==> config.mk <==
export PLATFORM = sky130hd
export DESIGN_NAME = ftp_control_line_tracker_core
export DESIGN_NICKNAME = d
export VERILOG_FILES = /design/src/hw/rtl/ftpclt_pkg.sv /design/src/hw/rtl/ftp_control_line_tracker_core.sv /design/src/hw/rtl/ftpclt_front.sv /design/src/hw/rtl/ftpclt_queue.sv /design/src/hw/rtl/ftpclt_back.sv
export SDC_FILE = /design/constraint.sdc
export NUM_CORES = 1
export LEC_CHECK = 0
export ABC_CLOCK_PERIOD_IN_PS = 19400
export BUFFER_PORTS_ARGS = -buffer_cell sky130_fd_sc_hd__clkbuf_2
export CORE_MARGIN = 2
export CORE_UTILIZATION = 64
export CTS_CLUSTER_DIAMETER = 30
export DETAILED_ROUTE_END_ITERATION = 16
export PLACE_DENSITY_LB_ADDON = 0.08
export RECOVER_POWER = 100
export SYNTH_ARGS = -nofsm -noshare
export SYNTH_HDL_FRONTEND = slang
export SYNTH_SLANG_ARGS = --single-unit
==> constraint.sdc <==
create_clock -name aclk -period 19.4 [get_ports aclk]
set_input_delay 1.94 -clock aclk [delete_from_list [all_inputs] [get_ports aclk]]
set_output_delay 1.94 -clock aclk [all_outputs]
set_load 0.005 [all_outputs]
==> src/hw/rtl/ftpclt_pkg.sv <==
// ftpclt_pkg: shared types, codes and helpers for the FTP control line tracker.
// No dependencies; used by every module under hw/rtl.
package ftpclt_pkg;

    localparam int unsigned LINE_MAX   = 4096;
    localparam int unsigned CNT_W      = 13;
    localparam int unsigned HEAD_N     = 5;
    localparam int unsigned QUEUE_N    = 4;
    localparam int unsigned QPTR_W     = 2;
    localparam int unsigned QCNT_W     = 3;
    localparam int unsigned OUT_DATA_W = 72;

    localparam logic [CNT_W-1:0] LINE_MAX_C = CNT_W'(LINE_MAX);

    localparam logic [7:0] CH_CR    = 8'h0D;
    localparam logic [7:0] CH_LF    = 8'h0A;
    localparam logic [7:0] CH_NUL   = 8'h00;
    localparam logic [7:0] CH_SPACE = 8'h20;
    localparam logic [7:0] CH_QUOTE = 8'h22;

    localparam logic [31:0] CMD_CWD  = 32'h43574420;
    localparam logic [31:0] CMD_XCWD = 32'h58435744;
    localparam logic [31:0] CMD_CDUP = 32'h43445550;
    localparam logic [31:0] CMD_XCUP = 32'h58435550;
    localparam logic [31:0] CMD_PWD  = 32'h50574420;
    localparam logic [31:0] CMD_XPWD = 32'h58505744;
    localparam logic [31:0] CMD_REIN = 32'h5245494E;
    localparam logic [31:0] CMD_RETR = 32'h52455452;

    localparam logic [9:0] CODE_DIR_MADE = 10'd257;

    typedef enum logic [2:0] {
        PEND_NONE = 3'd0,
        PEND_CWD  = 3'd1,
        PEND_CDUP = 3'd2,
        PEND_PWD  = 3'd3,
        PEND_REIN = 3'd4
    } pend_t;

    typedef enum logic [2:0] {
        ACT_NONE       = 3'd0,
        ACT_FETCH_FILE = 3'd1,
        ACT_ENTER_DIR  = 3'd2,
        ACT_PARENT_DIR = 3'd3,
        ACT_DIR_REPORT = 3'd4,
        ACT_RESET_ROOT = 3'd5
    } action_t;

    // summary of one finished line, handed from front to back
    typedef struct packed {
        logic                  from_client;
        logic [CNT_W-1:0]      byte_count;
        logic [HEAD_N*8-1:0]   head;        // byte 0 in the lowest bits
        logic [2:0]            break_run;
        logic                  seen_text;
        logic                  seen_nul;
        logic                  too_long;
    } line_sum_t;

    typedef struct packed {
        logic                  awaiting_reply;
        action_t               action;
        logic [CNT_W-1:0]      args_length;
        logic [2:0]            args_start;
        logic [9:0]            reply_code;
        logic [2:0]            command_length;
        logic [31:0]           command_word;
        logic                  parsed_ok;
    } result_t;

    function automatic logic is_letter(input logic [7:0] c);
        return ((c >= 8'h41) && (c <= 8'h5A)) || ((c >= 8'h61) && (c <= 8'h7A));
    endfunction

    function automatic logic [7:0] to_upper(input logic [7:0] c);
        return ((c >= 8'h61) && (c <= 8'h7A)) ? (c - 8'h20) : c;
    endfunction

    function automatic logic is_digit(input logic [7:0] c);
        return (c >= 8'h30) && (c <= 8'h39);
    endfunction

endpackage

==> src/hw/rtl/ftp_control_line_tracker_core.sv <==
// ftp_control_line_tracker_core: top level of the FTP control line tracker.
// Depends on ftpclt_pkg, ftpclt_front, ftpclt_queue and ftpclt_back.
//
// Usage:
//   Slave channel: one control-line byte per beat. s_axis_tdata is the byte,
//   s_axis_tuser is 1 for a client command line and 0 for a server reply,
//   s_axis_tlast marks the last byte of the line (tuser is taken on that beat).
//   Master channel: one result beat per line, no beats for other bytes.
//   Throughput: one byte per cycle, sustained, with the master side ready.
//   After the tlast beat the line summary passes through the summary queue into
//   the output register, and m_axis_tvalid rises once it is in that register.
//   With the master side ready the input never stalls, whatever the line
//   length; a stalled master holds one result in the output register and
//   fills the four-entry summary queue, and only then is s_axis_tready dropped.
//   Reset (aresetn low, synchronous) clears the partial line, the queue, the
//   output register and the awaited directory command.
//   Bytes past 4096 in one line are counted as over-long and the line fails.
module ftp_control_line_tracker_core (
    input  logic        aclk,
    input  logic        aresetn,
    input  logic        s_axis_tvalid,
    output logic        s_axis_tready,
    input  logic [7:0]  s_axis_tdata,   // [7:0] line_byte
    input  logic        s_axis_tuser,   // [0] from_client
    input  logic        s_axis_tlast,
    output logic        m_axis_tvalid,
    input  logic        m_axis_tready,
    // [0] parsed_ok, [32:1] command_word, [35:33] command_length,
    // [45:36] reply_code, [48:46] args_start, [61:49] args_length,
    // [64:62] action, [65] awaiting_reply, [71:66] zero
    output logic [ftpclt_pkg::OUT_DATA_W-1:0] m_axis_tdata
);

    logic                  q_full;
    logic                  beat_en;
    logic                  push;
    ftpclt_pkg::line_sum_t push_data;
    logic                  pop;
    logic                  head_valid;
    ftpclt_pkg::line_sum_t head_data;
    ftpclt_pkg::result_t   res;

    assign s_axis_tready = !q_full;
    assign beat_en       = s_axis_tvalid && !q_full;

    ftpclt_front u_front (
        .aclk        (aclk),
        .aresetn     (aresetn),
        .beat_en     (beat_en),
        .line_byte   (s_axis_tdata),
        .from_client (s_axis_tuser),
        .end_of_line (s_axis_tlast),
        .push        (push),
        .push_data   (push_data)
    );

    ftpclt_queue u_queue (
        .aclk       (aclk),
        .aresetn    (aresetn),
        .push       (push),
        .push_data  (push_data),
        .full       (q_full),
        .pop        (pop),
        .head_valid (head_valid),
        .head_data  (head_data)
    );

    ftpclt_back u_back (
        .aclk       (aclk),
        .aresetn    (aresetn),
        .line_valid (head_valid),
        .line       (head_data),
        .pop        (pop),
        .res_valid  (m_axis_tvalid),
        .res        (res),
        .res_ready  (m_axis_tready)
    );

    assign m_axis_tdata = {
        (ftpclt_pkg::OUT_DATA_W - $bits(ftpclt_pkg::result_t))'(0), res
    };

endmodule

==> src/hw/rtl/ftpclt_front.sv <==
// ftpclt_front: per-beat line statistics (length, head bytes, CR/LF run, NUL).
// Pushes one line_sum_t per end-of-line beat. Depends on ftpclt_pkg.
module ftpclt_front (
    input  logic                    aclk,
    input  logic                    aresetn,
    input  logic                    beat_en,
    input  logic [7:0]              line_byte,
    input  logic                    from_client,
    input  logic                    end_of_line,
    output logic                    push,
    output ftpclt_pkg::line_sum_t   push_data
);

    logic [ftpclt_pkg::CNT_W-1:0]  byte_count_reg, byte_count_next;
    logic [7:0]                    head_reg [ftpclt_pkg::HEAD_N];
    logic [7:0]                    head_next [ftpclt_pkg::HEAD_N];
    logic [2:0]                    run_reg, run_next;
    logic                          text_reg, text_next;
    logic                          nul_reg, nul_next;
    logic                          long_reg, long_next;
    logic                          is_break;

    always_comb begin
        byte_count_next = byte_count_reg;
        long_next       = long_reg;
        for (int i = 0; i < ftpclt_pkg::HEAD_N; i++) begin
            head_next[i] = head_reg[i];
        end
        if (byte_count_reg != ftpclt_pkg::LINE_MAX_C) begin
            for (int i = 0; i < ftpclt_pkg::HEAD_N; i++) begin
                if (byte_count_reg == ftpclt_pkg::CNT_W'(i)) begin
                    head_next[i] = line_byte;
                end
            end
            byte_count_next = byte_count_reg + 1'b1;
        end else begin
            long_next = 1'b1;
        end
        is_break  = (line_byte == ftpclt_pkg::CH_CR) || (line_byte == ftpclt_pkg::CH_LF);
        run_next  = is_break ? ((run_reg == 3'd7) ? run_reg : run_reg + 3'd1) : 3'd0;
        text_next = text_reg | ~is_break;
        nul_next  = nul_reg | (line_byte == ftpclt_pkg::CH_NUL);
    end

    always_comb begin
        push                  = beat_en & end_of_line;
        push_data.from_client = from_client;
        push_data.byte_count  = byte_count_next;
        for (int i = 0; i < ftpclt_pkg::HEAD_N; i++) begin
            push_data.head[i*8 +: 8] = head_next[i];
        end
        push_data.break_run   = run_next;
        push_data.seen_text   = text_next;
        push_data.seen_nul    = nul_next;
        push_data.too_long    = long_next;
    end

    always_ff @(posedge aclk) begin
        if (!aresetn) begin
            byte_count_reg <= '0;
            run_reg        <= '0;
            text_reg       <= 1'b0;
            nul_reg        <= 1'b0;
            long_reg       <= 1'b0;
        end else if (beat_en) begin
            if (end_of_line) begin
                byte_count_reg <= '0;
                run_reg        <= '0;
                text_reg       <= 1'b0;
                nul_reg        <= 1'b0;
                long_reg       <= 1'b0;
            end else begin
                byte_count_reg <= byte_count_next;
                run_reg        <= run_next;
                text_reg       <= text_next;
                nul_reg        <= nul_next;
                long_reg       <= long_next;
            end
        end
    end

    always_ff @(posedge aclk) begin
        if (beat_en) begin
            for (int i = 0; i < ftpclt_pkg::HEAD_N; i++) begin
                head_reg[i] <= head_next[i];
            end
        end
    end

endmodule

==> src/hw/rtl/ftpclt_queue.sv <==
// ftpclt_queue: small FIFO of line summaries between front and back.
// Depends on ftpclt_pkg.
module ftpclt_queue (
    input  logic                    aclk,
    input  logic                    aresetn,
    input  logic                    push,
    input  ftpclt_pkg::line_sum_t   push_data,
    output logic                    full,
    input  logic                    pop,
    output logic                    head_valid,
    output ftpclt_pkg::line_sum_t   head_data
);

    ftpclt_pkg::line_sum_t                 store_reg [ftpclt_pkg::QUEUE_N];
    logic [ftpclt_pkg::QPTR_W-1:0]         wr_ptr_reg, rd_ptr_reg;
    logic [ftpclt_pkg::QCNT_W-1:0]         count_reg;

    assign full       = (count_reg == ftpclt_pkg::QCNT_W'(ftpclt_pkg::QUEUE_N));
    assign head_valid = (count_reg != '0);
    assign head_data  = store_reg[rd_ptr_reg];

    always_ff @(posedge aclk) begin
        if (!aresetn) begin
            wr_ptr_reg <= '0;
            rd_ptr_reg <= '0;
            count_reg  <= '0;
        end else begin
            if (push) begin
                wr_ptr_reg <= wr_ptr_reg + 1'b1;
            end
            if (pop) begin
                rd_ptr_reg <= rd_ptr_reg + 1'b1;
            end
            if (push && !pop) begin
                count_reg <= count_reg + 1'b1;
            end else if (pop && !push) begin
                count_reg <= count_reg - 1'b1;
            end
        end
    end

    always_ff @(posedge aclk) begin
        if (push) begin
            store_reg[wr_ptr_reg] <= push_data;
        end
    end

endmodule

==> src/hw/rtl/ftpclt_back.sv <==
// ftpclt_back: parses one line summary per cycle unless an untaken result stalls it,
// tracks the awaited directory command and holds the result register. Depends on ftpclt_pkg.
module ftpclt_back (
    input  logic                    aclk,
    input  logic                    aresetn,
    input  logic                    line_valid,
    input  ftpclt_pkg::line_sum_t   line,
    output logic                    pop,
    output logic                    res_valid,
    output ftpclt_pkg::result_t     res,
    input  logic                    res_ready
);

    ftpclt_pkg::pend_t             pend_reg, pend_next;
    ftpclt_pkg::result_t           res_reg, res_next;
    logic                          res_valid_reg;

    logic [7:0]                    h [ftpclt_pkg::HEAD_N];
    logic [ftpclt_pkg::CNT_W-1:0]  len;
    logic [2:0]                    strip;
    logic                          line_ok;
    logic [2:0]                    cl;
    logic                          cl_ok;
    logic                          letters_ok;
    logic [31:0]                   word;
    logic [ftpclt_pkg::CNT_W-1:0]  cl_plus1;
    logic [3:0]                    d0, d1, d2;
    logic [9:0]                    code;
    logic [ftpclt_pkg::CNT_W-1:0]  alen;

    always_comb begin
        for (int i = 0; i < ftpclt_pkg::HEAD_N; i++) begin
            h[i] = line.head[i*8 +: 8];
        end
        if (line.from_client) begin
            strip = (line.break_run > 3'd4) ? 3'd4 : line.break_run;
        end else begin
            strip = (line.break_run > 3'd2) ? 3'd2 : line.break_run;
        end
        len     = line.byte_count - ftpclt_pkg::CNT_W'(strip);
        line_ok = !line.seen_nul && !line.too_long && line.seen_text
                  && (len >= ftpclt_pkg::CNT_W'(3));

        cl_ok = 1'b1;
        if ((len == ftpclt_pkg::CNT_W'(3)) || (h[3] == ftpclt_pkg::CH_SPACE)) begin
            cl = 3'd3;
        end else if ((len == ftpclt_pkg::CNT_W'(4)) || (h[4] == ftpclt_pkg::CH_SPACE)) begin
            cl = 3'd4;
        end else begin
            cl    = 3'd0;
            cl_ok = 1'b0;
        end
        letters_ok = ftpclt_pkg::is_letter(h[0]) && ftpclt_pkg::is_letter(h[1])
                     && ftpclt_pkg::is_letter(h[2])
                     && ((cl != 3'd4) || ftpclt_pkg::is_letter(h[3]));
        word = {ftpclt_pkg::to_upper(h[0]), ftpclt_pkg::to_upper(h[1]),
                ftpclt_pkg::to_upper(h[2]),
                (cl == 3'd4) ? ftpclt_pkg::to_upper(h[3]) : ftpclt_pkg::CH_SPACE};
        cl_plus1 = ftpclt_pkg::CNT_W'(cl) + 1'b1;

        d0   = h[0][3:0];
        d1   = h[1][3:0];
        d2   = h[2][3:0];
        code = 10'({6'd0, d0} * 10'd100) + 10'({6'd0, d1} * 10'd10) + {6'd0, d2};
        alen = (len > ftpclt_pkg::CNT_W'(4)) ? (len - ftpclt_pkg::CNT_W'(4)) : '0;
    end

    always_comb begin
        res_next  = '0;
        pend_next = pend_reg;
        if (line.from_client) begin
            pend_next = ftpclt_pkg::PEND_NONE;
            if (line_ok && cl_ok && letters_ok) begin
                res_next.parsed_ok      = 1'b1;
                res_next.command_word   = word;
                res_next.command_length = cl;
                if (len > cl_plus1) begin
                    res_next.args_start  = cl + 3'd1;
                    res_next.args_length = len - cl_plus1;
                end
                priority if ((word == ftpclt_pkg::CMD_CWD) || (word == ftpclt_pkg::CMD_XCWD)) begin
                    pend_next = ftpclt_pkg::PEND_CWD;
                end else if ((word == ftpclt_pkg::CMD_CDUP)
                             || (word == ftpclt_pkg::CMD_XCUP)) begin
                    pend_next = ftpclt_pkg::PEND_CDUP;
                end else if ((word == ftpclt_pkg::CMD_PWD)
                             || (word == ftpclt_pkg::CMD_XPWD)) begin
                    pend_next = ftpclt_pkg::PEND_PWD;
                end else if (word == ftpclt_pkg::CMD_REIN) begin
                    pend_next = ftpclt_pkg::PEND_REIN;
                end else if (word == ftpclt_pkg::CMD_RETR) begin
                    res_next.action = ftpclt_pkg::ACT_FETCH_FILE;
                end else begin
                    pend_next = ftpclt_pkg::PEND_NONE;
                end
            end
        end else if (line_ok && ftpclt_pkg::is_digit(h[0]) && ftpclt_pkg::is_digit(h[1])
                     && ftpclt_pkg::is_digit(h[2])) begin
            res_next.parsed_ok  = 1'b1;
            res_next.reply_code = code;
            if (len > ftpclt_pkg::CNT_W'(4)) begin
                res_next.args_start  = 3'd4;
                res_next.args_length = alen;
            end
            if (pend_reg != ftpclt_pkg::PEND_NONE) begin
                priority if ((code >= 10'd400) || (code < 10'd100)) begin
                    pend_next = ftpclt_pkg::PEND_NONE;
                end else if ((code >= 10'd200) && (code < 10'd300)) begin
                    pend_next = ftpclt_pkg::PEND_NONE;
                    unique case (pend_reg)
                        ftpclt_pkg::PEND_CWD:  res_next.action = ftpclt_pkg::ACT_ENTER_DIR;
                        ftpclt_pkg::PEND_CDUP: res_next.action = ftpclt_pkg::ACT_PARENT_DIR;
                        ftpclt_pkg::PEND_PWD: begin
                            if ((code == ftpclt_pkg::CODE_DIR_MADE)
                                && (alen >= ftpclt_pkg::CNT_W'(2))
                                && (h[4] == ftpclt_pkg::CH_QUOTE)) begin
                                res_next.action = ftpclt_pkg::ACT_DIR_REPORT;
                            end
                        end
                        ftpclt_pkg::PEND_REIN: res_next.action = ftpclt_pkg::ACT_RESET_ROOT;
                        default:               res_next.action = ftpclt_pkg::ACT_NONE;
                    endcase
                end else begin
                    pend_next = pend_reg;
                end
            end
        end
        res_next.awaiting_reply = (pend_next != ftpclt_pkg::PEND_NONE);
    end

    assign pop       = line_valid && (!res_valid_reg || res_ready);
    assign res_valid = res_valid_reg;
    assign res       = res_reg;

    always_ff @(posedge aclk) begin
        if (!aresetn) begin
            pend_reg      <= ftpclt_pkg::PEND_NONE;
            res_valid_reg <= 1'b0;
        end else begin
            if (pop) begin
                pend_reg      <= pend_next;
                res_valid_reg <= 1'b1;
            end else if (res_ready) begin
                res_valid_reg <= 1'b0;
            end
        end
    end

    always_ff @(posedge aclk) begin
        if (pop) begin
            res_reg <= res_next;
        end
    end

endmodule

==> run_results.csv, run 1 <==
group,metric,value,unit
status,status,"finished with violations",
status,violations,"max-capacitance violations, max-slew violations",
floorplan,core,27100,um^2
clock_tree,cts.reportedPaths.clkPinSlew,0.05,ns
floorplan,start_util,0.6548,
placed_design,dpl.hpwl,24240,um
drt,drc,0,
worst_setup_path,critPathMaxFanout,33,
synth,ys_seq_area_frac,0.6182,
cells_and_area,drive_above_1_share,0.1498,
sta,holdWs,0.4611,ns
global_route,gr-usage-all-layers,0.2716,
cells_and_area,area_growth_syn_to_layout,16.44,%
worst_setup_path,cp_data_required_time,19.76,ns
placed_design,io_buffers,80,
floorplan,placementRows,60,
floorplan,die_x,170.5,um
hold_path,hp-start,"u_front.text_reg",
drt,wirelength,38550,um
synth,synth_cells,1244,
floorplan,io_pins,88,
clock_tree,htreeDepth,3,
clock_tree,cts_tree,"yes",
floorplan,die_area,29080,um^2
sta,finClkSkew,0.02428,ns
worst_setup_path,worstSetupEndpointType,"flip-flop",
cells_and_area,final_nets,1451,
clock_tree,clock_sinks,376,
floorplan,dieHeight,170.5,um
sta,worstMarginPinSlew,3.825,ns
synth,async_flop_share,0,
drt,dr.pass1.iters,7,
worst_setup_path,reg2reg_slack,7.62,ns
global_route,grt_pass1_vias,10878,
pwr,vdd_drop_max,0.1243,mV
cells_and_area,multiInputGateArea,6299,um^2
pwr,leakage,7.257,nW
cells_and_area,design_area,20660,um^2
worst_setup_path,critPathKind,"flip-flop to flip-flop",
synth,synth_edf_count,344,
worst_setup_path,cp-start-kind,"flip-flop",
synth,synth_seq_cells,376,
sta,rsz0062_at_grt,"no",
placed_design,place_area,18500,um^2
synth,syn_area,17750,um^2
job,drv_cap,12,
drt,wire_per_inst,21.49,um
clock_tree,cts_buffers,68,
clock_tree,clk-insertion-delay-late,0.56,ns
hold_path,hp-class,"flip-flop to flip-flop",
drt,viasPerCell,6.194,
synth,synth_top_area_share,0.5821,
drt,drt_iter0_markers,1093,
clock_tree,cts_root_buf,"clkbuf_16",
pwr,power,0.003695,W
synth,ys_warn_count,0,
sta,min_period_over_period,0.6072,
cells_and_area,largest_reg_flops,240,
synth,synth_cell_types,82,
drt,postRouteAntennaNets,0,
sta,tns,0,ns
synth,synth-main-ff-cell,"edfxtp_1",
synth,synth_top_area_cell,"edfxtp_1",
worst_setup_path,cp.arrival,12.14,ns
clock_tree,cts_resized,0,
sta,finalSetupViolCount,0,
global_route,antenna_found_initial,0,
sta,finalHoldViolCount,0,
sta,min_period,11.78,ns
placed_design,gp_congestion,0.9547,
sta,fmax,0.08490,GHz
clock_tree,post_cts.repair.setup_buffers,0,
synth,syn_area_per_cell,14.27,um^2
clock_tree,clock_path_buffers,3,
cells_and_area,n_antenna_cell,0,
pwr,p_per_area,178.8,nW/um^2
drt,vias,11112,
sta,slew_violations,453,
global_route,grt_pass1_wl,60040,um
sta,slew_headroom,-1.550,
global_route,grt_max_degree,72,
global_route,gr-total-overflow,0,
synth,synthTopCellsByArea,"edfxtp_1 58%, mux4_2 5.6%, ha_1 4.4%",
cells_and_area,seq_area,10970,um^2
cells_and_area,nFillCells,1641,
clock_tree,hold_buffers,0,
## path summary, 6_finish.rpt
| check | cells after the start | endpoint |
|---|---|---|
| setup / recovery | 14 | u_back.res[7] |
| hold / removal | 2 | u_front.text_reg |
| setup reg to reg | 14 | u_back.res[7] |
| hold reg to reg | 2 | u_front.text_reg |
## area by class of cell
type,count,area share
clock inverters,51,0.02931
well taps,372,0.02252
clock buffers,74,0.08447
flip-flops and latches,376,0.5310
repair buffers,90,0.01847
multi-input cells,779,0.3048
inverters,52,0.009446
## cells in the final DEF, fill, tap and decap left out, drive strengths merged, types with 22 or more instances in the layout
master	n
inv	70
mux2	49
nor2	71
o21ai	37
dfxtp	32
ha	63
nor3	22
edfxtp	344
nand3	27
mux4	44
nand2	73
and2	37
clkbuf	161
xnor2	28
a21oi	31
## per-layer routing
metal | vias up | wire [um] | part of all wire | GRT usage
met5 | - | 0 | 0 | 0
met4 | 0 | 1123 | 0.029 | 0.09662
met3 | 90 | 2764 | 0.072 | 0.05043
met2 | 503 | 17870 | 0.46 | 0.4209
met1 | 5457 | 16800 | 0.44 | 0.3914
li1 | 5062 | - | - | -
## critical path: stages, from the launching register on
cell,delay [ns]
dfxtp_1,1.56
clkbuf_1,1.62
o21ai_0,0.74
mux2i_1,0.48
ha_1,0.29
nor2b_1,0.16
o21ai_0,0.36
nand4_1,0.40
or4_1,0.59
a31o_1,0.32
or4_1,0.68
o211ai_1,0.36
nor3b_1,2.67
nand3_1,0.91
a211oi_1,0.42
## where the power goes
group / internal [W] / total (W) / switching (W)
registers: 0.00106 / 0.00111 / 0.0000485
clock network: 0.000764 / 0.00120 / 0.000431
logic: 0.000524 / 0.00139 / 0.000869
total: 0.00235 / 0.00369 / 0.00135
## stage by stage
step             util  setup WS [ns]  std cells
2_1_floorplan       -          11.79       1250
3_3_place_gp   0.6827          11.56       1669
3_5_place_dp   0.6827          11.40       1669
4_1_cts        0.7695          11.41       1794
5_1_grt        0.7625          6.211       1794
6_report       0.7625          7.621       1794
## cells in the mapped netlist, drive strengths merged (22+ instances only)
cell and number:
nand2 73, xnor2 28, o21ai 37, inv 52, mux2 49, nand3 27, nor2 71, a21oi 31
buf 28, dfxtp 32, edfxtp 344, mux4 44, nor3 22, ha 63, and2 37
## cells by family after synthesis
| logic type | share of synthesized area |
|---|---|
| compound gates | 0.07220 |
| xor+xnor | 0.02418 |
| fa+ha+maj | 0.05232 |
| buf+inv | 0.02418 |
| flops | 0.6182 |
| mux | 0.09596 |
| other cells | 0.0002113 |
| simple gates | 0.1127 |
(Power assumes the default switching activity.)
==> inputs of run 2 (changes only) <==
--- a/config.mk
+++ b/config.mk
@@ -5,10 +5,10 @@
 export SDC_FILE = /design/constraint.sdc
 export NUM_CORES = 1
 export LEC_CHECK = 0
-export ABC_CLOCK_PERIOD_IN_PS = 19400
+export ABC_CLOCK_PERIOD_IN_PS = 11600
 export BUFFER_PORTS_ARGS = -buffer_cell sky130_fd_sc_hd__clkbuf_2
 export CORE_MARGIN = 2
-export CORE_UTILIZATION = 64
+export CORE_UTILIZATION = 62
 export CTS_CLUSTER_DIAMETER = 30
 export DETAILED_ROUTE_END_ITERATION = 16
 export PLACE_DENSITY_LB_ADDON = 0.08
==> constraint.sdc (replaced) <==
create_clock -name aclk -period 11.6 [get_ports aclk]
set_input_delay 1.16 -clock aclk [delete_from_list [all_inputs] [get_ports aclk]]
set_output_delay 1.16 -clock aclk [all_outputs]
set_load 0.005 [all_outputs]
==> run 2 against run 1 <==
Effect of this change: the run still ends with max-capacitance violations, max-slew violations left; worst hold slack lost 0.0035 ns; non-clock buffer count is the same; die area grew 3.2%; critical path type unchanged; setup slack lost 5.4 ns; wire length shrank 0.39%; clock skew shrank 0.010 ns.
==> run_results.csv, run 2 (synthesis results as in run 1) <==
group,metric,value,unit
status,status,"finished with violations",
status,violations,"max-capacitance violations, max-slew violations",
clock_tree,cts_buffers,59,
sta,finClkSkew,0.01379,ns
clock_tree,hold_buffers,0,
sta,tns,0,ns
clock_tree,post_cts.repair.setup_buffers,0,
clock_tree,htreeDepth,2,
drt,viasPerCell,6.064,
floorplan,start_util,0.6335,
floorplan,dieHeight,173.2,um
worst_setup_path,critPathKind,"flip-flop to flip-flop",
drt,wire_per_inst,21.54,um
floorplan,die_area,29990,um^2
clock_tree,cts_tree,"yes",
pwr,vdd_drop_max,0.2827,mV
cells_and_area,drive_above_1_share,0.1552,
sta,slew_headroom,-1.572,
pwr,leakage,7.152,nW
cells_and_area,seq_area,10970,um^2
cells_and_area,largest_reg_flops,240,
clock_tree,cts_resized,0,
worst_setup_path,worstSetupEndpointType,"flip-flop",
global_route,grt_max_degree,71,
worst_setup_path,cp.arrival,9.77,ns
placed_design,gp_congestion,0.8912,
sta,setup_slack,2.236,ns
clock_tree,clock_sinks,376,
placed_design,dp_cells,1675,
cells_and_area,final_nets,1442,
clock_tree,cts.reportedPaths.clkPinSlew,0.05,ns
worst_setup_path,cp_data_required_time,12.00,ns
drt,postRouteAntennaNets,0,
cells_and_area,nFillCells,1847,
placed_design,dpl.hpwl,24460,um
cells_and_area,area_growth_syn_to_layout,14.72,%
drt,wirelength,38400,um
clock_tree,cts_root_buf,"clkbuf_16",
worst_setup_path,critPathMaxFanout,37,
floorplan,die_x,173.2,um
cells_and_area,n_antenna_cell,0,
cells_and_area,final_common_cell,"edfxtp_1",
cells_and_area,multiInputGateArea,6314,um^2
job,drv_cap,7,
clock_tree,clk-insertion-delay-late,0.58,ns
global_route,grt_pass1_vias,10872,
drt,drt_iter0_markers,905,
drt,vias,10813,
cells_and_area,final_cell_mix,"344 x edfxtp_1, 73 x nand2_1, 71 x nor2_1",
global_route,grt_pass1_wl,60540,um
sta,rsz0062_at_grt,"no",
sta,min_period_over_period,0.8072,
placed_design,place_ws,3.614,ns
floorplan,core,28010,um^2
floorplan,placementRows,61,
cells_and_area,stdcell_count,1783,
worst_setup_path,cp-start-kind,"flip-flop",
drt,drc,0,
sta,worstMarginPinSlew,3.858,ns
sta,finalSetupViolCount,0,
sta,slew_violations,344,
global_route,gr-usage-all-layers,0.2585,
sta,min_period,9.364,ns
sta,finalHoldViolCount,0,
placed_design,io_buffers,80,
global_route,gr-total-overflow,0,
floorplan,io_pins,88,
pwr,p_per_area,289.9,nW/um^2
hold_path,hp-class,"flip-flop to flip-flop",
drt,dr.pass1.iters,5,
global_route,antenna_found_initial,0,
sta,fmax,0.1068,GHz
sta,holdWs,0.4575,ns
clock_tree,clock_path_buffers,3,
cells_and_area,final_core_utilization,0.7268,
[run 2: cell count changes in the layout (fill, tap and decap cells not counted), moves of 4 or more]
cell and change:
clkinv_2 +4, clkbuf_1 -19, clkbuf_2 +20, inv_8 -5, clkbuf_16 -9, inv_6 -6
[run 2: report_power, final]
group	total (W)	internal [W]	switching (W)	leakage, nW
clock	0.00173	0.00110	0.000623	0.972
combinational	0.00231	0.000879	0.00143	2.70
sequential	0.00186	0.00177	0.0000913	3.48
total	0.00590	0.00375	0.00215	7.15
[run 2: layout make-up]
type                    instances  area share
clock inverters                40     0.02151
inverters                      52    0.009588
clock buffers                  68     0.07670
repair buffers                 90     0.01979
multi-input cells             779      0.3101
well taps                     378     0.02323
flip-flops and latches        376      0.5391
[run 2: worst max-delay path: stages, from the launching register on]
cell,delay [ns]
dfxtp_1,1.23
buf_4,0.63
mux2i_1,0.25
nand2_1,0.07
o21ai_0,0.34
mux2i_1,0.28
ha_1,0.35
nor2b_1,0.16
o21ai_0,0.35
nand4_1,0.40
or4_1,0.59
a31o_1,0.32
or4_1,0.70
o211ai_2,0.22
nor3b_1,2.41
nand3_2,0.52
a211oi_2,0.33
[run 2: final timing paths]
kind,endpoint,slack (ns),start,cells after the start
setup / recovery,u_back.res[7],2.24,flip-flop,16
setup reg to reg,u_back.res[7],2.24,flip-flop,16
hold / removal,u_front.long_reg,0.46,u_front.long_reg,2
hold reg to reg,u_front.long_reg,0.46,u_front.long_reg,2
[run 2: routing by layer]
| metal | global-route usage | vias to the layer above | wire [um] |
|---|---|---|---|
| met4 | 0.08051 | 0 | 799 |
| met1 | 0.3741 | 5319 | 17330 |
| met2 | 0.4063 | 400 | 18050 |
| met5 | 0 | - | 0 |
| met3 | 0.04398 | 62 | 2215 |
| li1 | - | 5032 | - |
[run 2: through the flow]
step | instance area [um^2] | total power (W)
after floorplan | 17770 | 0.003559
after global placement | 18510 | 0.004149
after detailed placement | 18510 | 0.004176
after CTS | 20510 | 0.005921
after global routing | 20360 | 0.006254
final | 20360 | 0.005901
==> inputs of run 3 (changes only) <==
--- a/config.mk
+++ b/config.mk
@@ -5,7 +5,7 @@
 export SDC_FILE = /design/constraint.sdc
 export NUM_CORES = 1
 export LEC_CHECK = 0
-export ABC_CLOCK_PERIOD_IN_PS = 11600
+export ABC_CLOCK_PERIOD_IN_PS = 9500
 export BUFFER_PORTS_ARGS = -buffer_cell sky130_fd_sc_hd__clkbuf_2
 export CORE_MARGIN = 2
 export CORE_UTILIZATION = 62
==> constraint.sdc (replaced) <==
create_clock -name aclk -period 9.5 [get_ports aclk]
set_input_delay 0.95 -clock aclk [delete_from_list [all_inputs] [get_ports aclk]]
set_output_delay 0.95 -clock aclk [all_outputs]
set_load 0.005 [all_outputs]
==> run 3 against run 2 <==
Effect of this change: the run still ends with max-capacitance violations, max-slew violations left; highest routed layer unchanged; critical path type unchanged; sequential share of layout area is 0.94 points lower; critical path depth is 4 higher; count of clock-buffer cells in the layout is 9 higher; core utilization is 1.3 points higher.
==> run_results.csv, run 3 (synthesis results as in run 1) <==
group,metric,value,unit
sta,holdWs,0.4593,ns
sta,slew_headroom,-1.608,
sta,finalHoldViolCount,0,
sta,finClkSkew,0.02168,ns
worst_setup_path,rr_worst_depth,20,
global_route,grt_max_degree,72,
drt,viasPerCell,6.131,
clock_tree,cts_resized,0,
placed_design,io_buffers,80,
drt,vias,11061,
drt,wire_per_inst,21.48,um
global_route,grt_pass1_vias,11183,
drt,wirelength,38750,um
placed_design,gp_congestion,0.8705,
clock_tree,clk-insertion-delay-late,0.57,ns
cells_and_area,design_area,20720,um^2
global_route,gr-usage-all-layers,0.2630,
floorplan,start_util,0.6335,
cells_and_area,largest_reg_flops,240,
floorplan,die_area,29990,um^2
sta,finalSetupViolCount,0,
drt,postRouteAntennaNets,0,
drt,dr.pass1.iters,7,
clock_tree,cts_root_buf,"clkbuf_16",
clock_tree,post_cts.repair.setup_buffers,0,
hold_path,whs_path_depth,2,
placed_design,dpl.hpwl,24290,um
placed_design,place_area,18500,um^2
clock_tree,cts.reportedPaths.clkPinSlew,0.05,ns
pwr,p_per_area,362.2,nW/um^2
sta,rsz0062_at_grt,"no",
cells_and_area,drive_above_1_share,0.1719,
global_route,gr-total-overflow,0,
clock_tree,cts_buffers,70,
worst_setup_path,critPathMaxFanout,25,
worst_setup_path,worstSetupEndpointType,"flip-flop",
floorplan,die_x,173.2,um
job,drv_cap,7,
cells_and_area,nFillCells,1782,
drt,drt_iter0_markers,1081,
worst_setup_path,reg2reg_slack,1.42,ns
sta,setup_slack,1.422,ns
clock_tree,cts_tree,"yes",
sta,worstMarginPinSlew,3.912,ns
worst_setup_path,critPathKind,"flip-flop to flip-flop",
clock_tree,clock_sinks,376,
worst_setup_path,cp_data_required_time,9.82,ns
floorplan,io_pins,88,
status,violations,"max-capacitance violations, max-slew violations",
drt,drc,0,
hold_path,hp-class,"flip-flop to flip-flop",
cells_and_area,final_nets,1452,
pwr,vdd_drop_max,0.3374,mV
status,status,"finished with violations",
hold_path,hp-start,"u_front.long_reg",
worst_setup_path,cp-start-kind,"flip-flop",
cells_and_area,final_core_utilization,0.7398,
clock_tree,htreeDepth,3,
worst_setup_path,cp.arrival,8.39,ns
sta,tns,0,ns
clock_tree,hold_buffers,0,
worst_setup_path,timing.rr.end,"u_back.res[59]",
floorplan,dieHeight,173.2,um
clock_tree,clock_path_buffers,3,
floorplan,placementRows,61,
sta,min_period,8.078,ns
placed_design,place_ws,1.896,ns
sta,slew_violations,309,
floorplan,core,28010,um^2
sta,fmax,0.1238,GHz
global_route,grt_pass1_wl,61400,um
global_route,antenna_found_initial,0,
cells_and_area,area_growth_syn_to_layout,16.78,%
cells_and_area,final_cell_mix,"344 x edfxtp_1, 73 x nand2_1, 71 x nor2_1",
hold_path,holdPathEnd,"u_front.long_reg",
pwr,leakage,7.373,nW
cells_and_area,final_common_cell,"edfxtp_1",
sta,min_period_over_period,0.8503,
run 3: final cells by class:
type / instances / area [um^2] / area share
diodes: 1 / 2.502 / 0.0001208
flip-flops and latches: 376 / 10980 / 0.5296
repair buffers: 89 / 411.6 / 0.01986
clock inverters: 52 / 568.0 / 0.02741
multi-input cells: 779 / 6320 / 0.3050
clock buffers: 77 / 1778 / 0.08579
inverters: 52 / 195.2 / 0.009419
well taps: 378 / 473.0 / 0.02282
run 3: critical path: stages, from the launching register on:
cell and delay, ns:
dfxtp_2 0.73, mux2_2 0.40, o21ai_0 0.77, mux2i_1 0.30, ha_1 0.36, nor2b_1 0.16
o21ai_0 0.38, nand4_1 0.39, or4_1 0.59, a31o_1 0.31, or4_1 0.68, nand2_1 0.23
nor2_1 0.08, ha_1 0.37, a21oi_1 0.24, a21boi_0 0.52, and3_1 0.27, a2111oi_2 0.12
a21oi_1 0.47, o221ai_1 0.18, mux2_2 0.28
run 3: metrics by stage:
stage	total power [W]	instances
finish	0.007506	1804
global route	0.007918	1803
CTS	0.007538	1803
detailed placement	0.005109	1674
global placement	0.005067	1674
floorplan	0.004345	1250
run 3: worst max path at each step:
stage	endpoint	from	slack, ns
2_1_floorplan	u_back.res[59]	flip-flop	1.89
3_3_place_gp	u_back.res[61]	flip-flop	2.05
3_5_place_dp	u_back.res[59]	flip-flop	1.90
4_1_cts	u_back.res[59]	flip-flop	1.83
5_1_grt	u_back.res[61]	flip-flop	0.72
6_report	u_back.res[59]	flip-flop	1.42
run 3: power breakdown:
| part | switching (W) | internal [W] | total (W) |
|---|---|---|---|
| clock network | 0.000869 | 0.00153 | 0.00240 |
| registers | 0.000122 | 0.00216 | 0.00229 |
| logic | 0.00175 | 0.00107 | 0.00282 |
| total | 0.00274 | 0.00477 | 0.00751 |
run 3: metal layers:
metal | track usage | part of all wire | routed length [um] | vias to the layer above
met5 | 0 | 0 | 0 | -
met4 | 0.1052 | 0.024 | 924 | 0
met3 | 0.04420 | 0.063 | 2432 | 73
met2 | 0.4197 | 0.47 | 18310 | 452
met1 | 0.3650 | 0.44 | 17080 | 5458
li1 | - | - | - | 5078
